==> src/bounded_set_span_tracker_top_defines.svh <==
// ----------------------------------------------------------------------------
// bounded_set_span_tracker_top_defines.svh - assertion macros
// Shared concurrent assertion forms used by the span tracker RTL.
// ----------------------------------------------------------------------------
`ifndef BOUNDED_SET_SPAN_TRACKER_TOP_DEFINES_SVH
`define BOUNDED_SET_SPAN_TRACKER_TOP_DEFINES_SVH

// same-cycle implication, disabled during reset
`define BSST_ASSERT_NOW(label, clk, rst_n, ante, cons) \
  label: assert property (@(posedge clk) disable iff (!rst_n) (ante) |-> (cons)) \
    else $error("bsst assertion failed");

// next-cycle implication, disabled during reset
`define BSST_ASSERT_NEXT(label, clk, rst_n, ante, cons) \
  label: assert property (@(posedge clk) disable iff (!rst_n) (ante) |=> (cons)) \
    else $error("bsst assertion failed");

`endif

==> src/bsst_pkg.sv <==
// ----------------------------------------------------------------------------
// bsst_pkg - span tracker package
// Widths, controller states and the command/status bundles.
// ----------------------------------------------------------------------------
`timescale 1ns / 1ps

package bsst_pkg;

  localparam int VALUE_W       = 32;
  localparam int COUNT_W       = 11;
  localparam int CAP_W         = 11;
  localparam int MAX_ENTRIES_D = 1024;
  localparam logic [CAP_W-1:0] CAP_RESET = CAP_W'(1024);

  localparam int OUT_DATA_W = 80;  // count + two spans, padded to bytes
  localparam int OUT_USER_W = 2;   // status, span_valid

  localparam logic STATUS_OK   = 1'b0;
  localparam logic STATUS_FULL = 1'b1;

  typedef enum logic [2:0] {
    S_IDLE,
    S_SCAN,
    S_DRAIN,
    S_COMMIT,
    S_RESULT
  } state_t;

  typedef struct packed {
    logic load;     // capture input word, clear scan index
    logic issue;    // read store at scan index
    logic commit;   // write store, update min/max/count
    logic publish;  // load output register
  } cmd_t;

  typedef struct packed {
    logic full;      // held count at effective capacity
    logic empty;     // nothing held
    logic last_idx;  // scan index on last held entry
    logic busy;      // compare pipe still carrying data
    logic out_free;  // output register can take a word
  } stat_t;

endpackage

==> src/bsst_ctrl.sv <==
// ----------------------------------------------------------------------------
// bsst_ctrl - span tracker controller
// Sequences accept, store scan, pipe drain, commit and result publish.
// ----------------------------------------------------------------------------
`timescale 1ns / 1ps

module bsst_ctrl
  import bsst_pkg::*;
(
  input  logic  clk,
  input  logic  rst_n,
  input  logic  in_tvalid,
  output logic  in_tready,
  input  stat_t st,
  output cmd_t  cmd
);

  state_t state_r, state_nxt;

  always_ff @(posedge clk) begin
    if (!rst_n) begin
      state_r <= S_IDLE;
    end else begin
      state_r <= state_nxt;
    end
  end

  always_comb begin
    state_nxt = state_r;
    cmd       = '0;
    in_tready = 1'b0;
    unique case (state_r)
      S_IDLE: begin
        // no word taken while reset is held
        in_tready = rst_n;
        if (in_tvalid && rst_n) begin
          cmd.load = 1'b1;
          // refused or first value: nothing to scan
          state_nxt = (st.full || st.empty) ? S_COMMIT : S_SCAN;
        end
      end
      S_SCAN: begin
        cmd.issue = 1'b1;
        if (st.last_idx) begin
          state_nxt = S_DRAIN;
        end
      end
      S_DRAIN: begin
        if (!st.busy) begin
          state_nxt = S_COMMIT;
        end
      end
      S_COMMIT: begin
        cmd.commit = 1'b1;
        state_nxt  = S_RESULT;
      end
      S_RESULT: begin
        if (st.out_free) begin
          cmd.publish = 1'b1;
          state_nxt   = S_IDLE;
        end
      end
      default: begin
        state_nxt = S_IDLE;
      end
    endcase
  end

endmodule

==> config.mk <==
export PLATFORM = sky130hd
export DESIGN_NAME = bsst_ctrl
export DESIGN_NICKNAME = d
export VERILOG_FILES = /design/src/bounded_set_span_tracker_top_defines.svh /design/src/bsst_pkg.sv /design/src/bsst_ctrl.sv
export SDC_FILE = /design/constraint.sdc
export NUM_CORES = 1
export LEC_CHECK = 0
export ABC_CLOCK_PERIOD_IN_PS = 900
export BUFFER_PORTS_ARGS = -buffer_cell sky130_fd_sc_hd__clkbuf_2
export CAP_MARGIN = 20
export CORE_AREA = 2 2 39 41
export CTS_CLUSTER_SIZE = 40
export DETAILED_ROUTE_END_ITERATION = 8
export DIE_AREA = 0 0 41 43
export GPL_ROUTABILITY_DRIVEN = 1
export PLACE_DENSITY = 0.36
export SLEW_MARGIN = 20
export SYNTH_ARGS = -nofsm -noshare
export SYNTH_HDL_FRONTEND = slang
export SYNTH_SLANG_ARGS = --single-unit
export TNS_END_PERCENT = 10
==> constraint.sdc <==
create_clock -name clk -period 0.9 [get_ports clk]
set_input_delay 0.18 -clock clk [delete_from_list [all_inputs] [get_ports clk]]
set_output_delay 0.18 -clock clk [all_outputs]
set_load 0.01 [all_outputs]
=== Word-level counts from Yosys, hierarchy flattened ===
Cells that the tools add are included.
W data, S select, Z words.

* Word-level logic and storage cells: 26
* Input port bits: 8
* Bits in registers: 3
* Output and inout port bits: 5

* Reduce and logical (&&, ||, !) cells: 4
* Multiplexer cells: 13
* Equal/unequal tests: 8

{| class="wikitable"
|+ Operator list
! kind !! number
|-
| $pmux W3 S5 || 1
|-
| $mux W3 || 4
|-
| $ne A2 B2 Y1 const B || 4
|-
| $mux W1 || 7
|-
| $eq A3 B2 Y1 const B || 2
|-
| $reduce_and A4 Y1 || 1
|-
| $eq A3 B1 Y1 const B || 1
|-
| $eq A3 B3 Y1 const B || 1
|-
| $logic_not A3 Y1 || 1
|-
| $mux W2 || 1
|-
| $logic_and A1 B1 Y1 || 1
|-
| $logic_or A1 B1 Y1 || 1
|}

=== Logic depth before layout (Yosys ltp) ===
* Depth in word-level cells: 4
* Depth in mapped cells: 4
* Depth with buffers taken out: 3

=== Least setup slack after synthesis ===
OpenSTA, ideal clock, no wires.

* Path kind: flip-flop to output port
* Start point: register state_r[0]
* End point: output port cmd[2] (netlist bit)
* Cell stages (with the launch flop): 3
* Path slack: -0.064 ns
* Buffers on the path: 0
* Data arrival time: 0.784 ns
* Data required time: 0.720 ns
* Path through: dfxtp_1 > inv_2 > nor3_1

{| class="wikitable"
|+ RTL lines
! what !! RTL line !! RTL
|-
| from (decl) || bsst_ctrl.sv:18 || <nowiki>state_t state_r, state_nxt;</nowiki>
|-
| from (signal assigned) || bsst_ctrl.sv:24 || <nowiki>state_r <= state_nxt;</nowiki>
|-
| to (decl) || bsst_ctrl.sv:15 || <nowiki>output cmd_t cmd</nowiki>
|}

==> flow_summary.yaml <==
outcome:
  status: "complete, but fails checks"
  failed_checks: "negative setup slack"
hold_path:
  min_path_type: "in2reg"
  whs_endpoint: "state_r[1]$_SDFFE_PN0P_"
  hold_start: "st[2]"
  whs_path_depth: 3
power:
  p_total_uw: 625
  powerDensity_nw_per_um2: 1430
  p_leak_uw: 0.000218
  peakVddDrop_v: 0.000664
cells_and_area:
  finish.instance_area_um2: 438
  diodes: 0
  fillCellCount: 148
  register_area_um2: 68.8
  layout.nets: 59
  largest_register: "state_r"
  multiInputGateArea_um2: 163
  reg_top3: "state_r (3)"
  largest_reg_flops: 3
  layout-drive-gt1-share: 0.780
  areaGrowthSynthToFinish_pct: 119
routing:
  postRouteAntennaNets: 0
  firstDrtPassIters: 4
  routed_wl_um: 727
  routedWlPerCell_um: 11.0
  first_iter_violations: 9
  drc: 0
  vias_per_cell: 4.11
  vias: 271
placed_design:
  placed_area_um2: 334
  globalplace.congestion: 0.779
  dp_slack_ns: -0.133
  portBuffers: 12
  hpwl_um: 530
critical_path:
  reg2reg_from: "state_r[0]$_SDFFE_PN0P_"
  worst_setup_path_start_kind: "flip-flop"
  reg2reg_to: "state_r[2]$_SDFFE_PN0P_"
  worstPathArrival_ns: 1.01
  critPathRequiredTime_ns: 0.72
  r2r_slack_ns: -0.09
  rr_worst_depth: 5
  crit_fanout: 5
  cp-end-kind: "output port"
  critPathKind: "reg2out"
sta:
  finClkSkew_ns: 0.000289
  finalSetupViolCount: 8
  rsz0062_at_grt: "yes"
  max_freq_mhz: 844
  hold_violations: 0
  setup_ws_ns: -0.285
  timing.final.crit_share: 1.32
  period_needed_ns: 1.19
  whs_ns: 0.242
  drv_slew: 0
  slew_headroom: 0.865
  worst_slew_pin_slew_ns: 0.202
synth:
  synth_warnings: 0
  ys_seq_area_frac: 0.300
  synthTopCellsByCount: "3 x dfxtp_1, 2 x a21oi_1, 2 x and3_1, 2 x nor3_1"
  synth_top_cell_by_area: "dfxtp_1"
  yosysUniqueCellTypes: 18
  synthesis.area_um2: 200
  synth_fp_nets: 31
  syn_inst: 23
  yosysTopAreaCellShare: 0.300
  synthFlopType: "dfxtp_1"
  avgSynthCellArea_um2: 8.70
  yosysMostFrequentCell: "dfxtp_1"
  ys_seq_elements: 3
  synth-edff-count: 0
  synth_area_leaders: "dfxtp_1 30%, nor3b_4 9.4%, and3_1 6.3%, buf_6 5.6%, a21oi_1 5.0%"
  async_reset_ff_frac: 0
clocking:
  cts_root_buf: "clkbuf_4"
  clockBufferDepth: 2
  clock_latency_ns: 0.23
  holdBufCountCts: 0
  clock-sinks: 3
  cts_tree: "built"
  clkTransAtPathRegs_ns: 0.04
  cts_made_buffers: 3
  htree_levels: 1
grt:
  grt_pass1_vias: 264
  grt-ovfl-total: 0
  grt_util_met2: 0.128
  met3_usage: 0.0471
  grt_max_degree: 7
  globalRoute.busiestLayer: "met2"
  grt_first_pass_wirelength_mm: 1.12
  grt_usage: 0.0952
  met1_usage: 0.125
  antenna_found_initial: 0
floorplanning:
  die-area_um2: 1760
  die_w_um: 41
  rows: 14
  start_util: 0.145
  die_h_um: 43
  core_um2: 1380
  io_pins: 13
job:
  drv_cap: 0
==> cell type report <==
type                            instances  area share
Multi-Input combinational cell         18       0.371
Clock buffer                            4      0.0600
Inverter                                1      0.0143
Timing Repair Buffer                   24       0.351
Sequential cell                         3       0.157
Tap cell                               16      0.0457
==> worst max-delay path by stage <==
| stage | from | end | cells past startpoint |
|---|---|---|---|
| 2_1_floorplan | state_r[2]$_SDFFE_PN0P_ | in_tready | 2 |
| 5_1_grt | state_r[0]$_SDFFE_PN0P_ | cmd[3] | 3 |
| 6_report | state_r[0]$_SDFFE_PN0P_ | cmd[1] | 3 |
| 4_1_cts | state_r[2]$_SDFFE_PN0P_ | in_tready | 3 |
| 3_3_place_gp | state_r[0]$_SDFFE_PN0P_ | cmd[1] | 3 |
| 3_5_place_dp | state_r[0]$_SDFFE_PN0P_ | cmd[1] | 3 |
==> metal layers <==
metal / vias up / wire length [µm]
li1: 142 / -
met1: 123 / 327
met2: 6 / 367
met3: 0 / 33
met4: 0 / 0
met5: - / 0
==> metrics by stage <==
| stage | utilization | setup TNS [ns] | std cells |
|---|---|---|---|
| after global placement | 0.241 | -0.765 | 58 |
| final | 0.316 | -1.53 | 66 |
| after floorplan | - | -0.0616 | 23 |
| after global routing | 0.316 | -2.04 | 66 |
| after detailed placement | 0.241 | -0.737 | 58 |
| after CTS | 0.283 | -1.63 | 63 |
==> timing repair <==
| action | 4_1_cts | 5_1_grt |
|---|---|---|
| resized for setup | 8 | 9 |
| setup buffers | 1 | 3 |
| setup endpoints to repair | 8 | 8 |
| pin swaps | 1 | 3 |
| endpoints found under the hold margin | 0 | 0 |
==> report_power, final <==
part | total (µW) | switching, µW | internal (µW)
clock network | 229 | 63.5 | 166
logic | 220 | 89.5 | 130
registers | 176 | 27.7 | 149
total | 625 | 181 | 445
==> cell usage in the layout (no fill, tap or decap) <==
| cell | count |
|---|---|
| o21ai_0 | 1 |
| o2111ai_1 | 1 |
| nor4b_2 | 1 |
| dfxtp_2 | 1 |
| a31oi_1 | 1 |
| o211a_1 | 1 |
| clkbuf_4 | 3 |
| a21oi_1 | 1 |
| nor3_2 | 2 |
| o21a_1 | 1 |
| and3_1 | 2 |
| buf_6 | 1 |
| buf_4 | 11 |
| dfxtp_4 | 2 |
| nand2_1 | 1 |
| nor2b_4 | 1 |
| clkbuf_1 | 1 |
| clkbuf_2 | 9 |
| a21oi_2 | 1 |
| nand3b_1 | 1 |
| nor3b_4 | 1 |
| inv_4 | 1 |
| buf_2 | 3 |
| nand2b_4 | 1 |
| nor2_2 | 1 |
==> critical path, stage by stage (launching register included) <==
cell and delay (ns):
dfxtp_4 0.38, inv_4 0.05, nor3b_4 0.19, buf_2 0.15
==> kinds of logic (layout without fill, tap and decap cells) <==
family | count (synthesis) | in the layout | synth area share
simple gates | 11 | 11 | 0.388
compound gates | 7 | 7 | 0.238
flops | 3 | 3 | 0.300
buf+inv | 2 | 29 | 0.0750
Power figures use the tool's default switching activity.
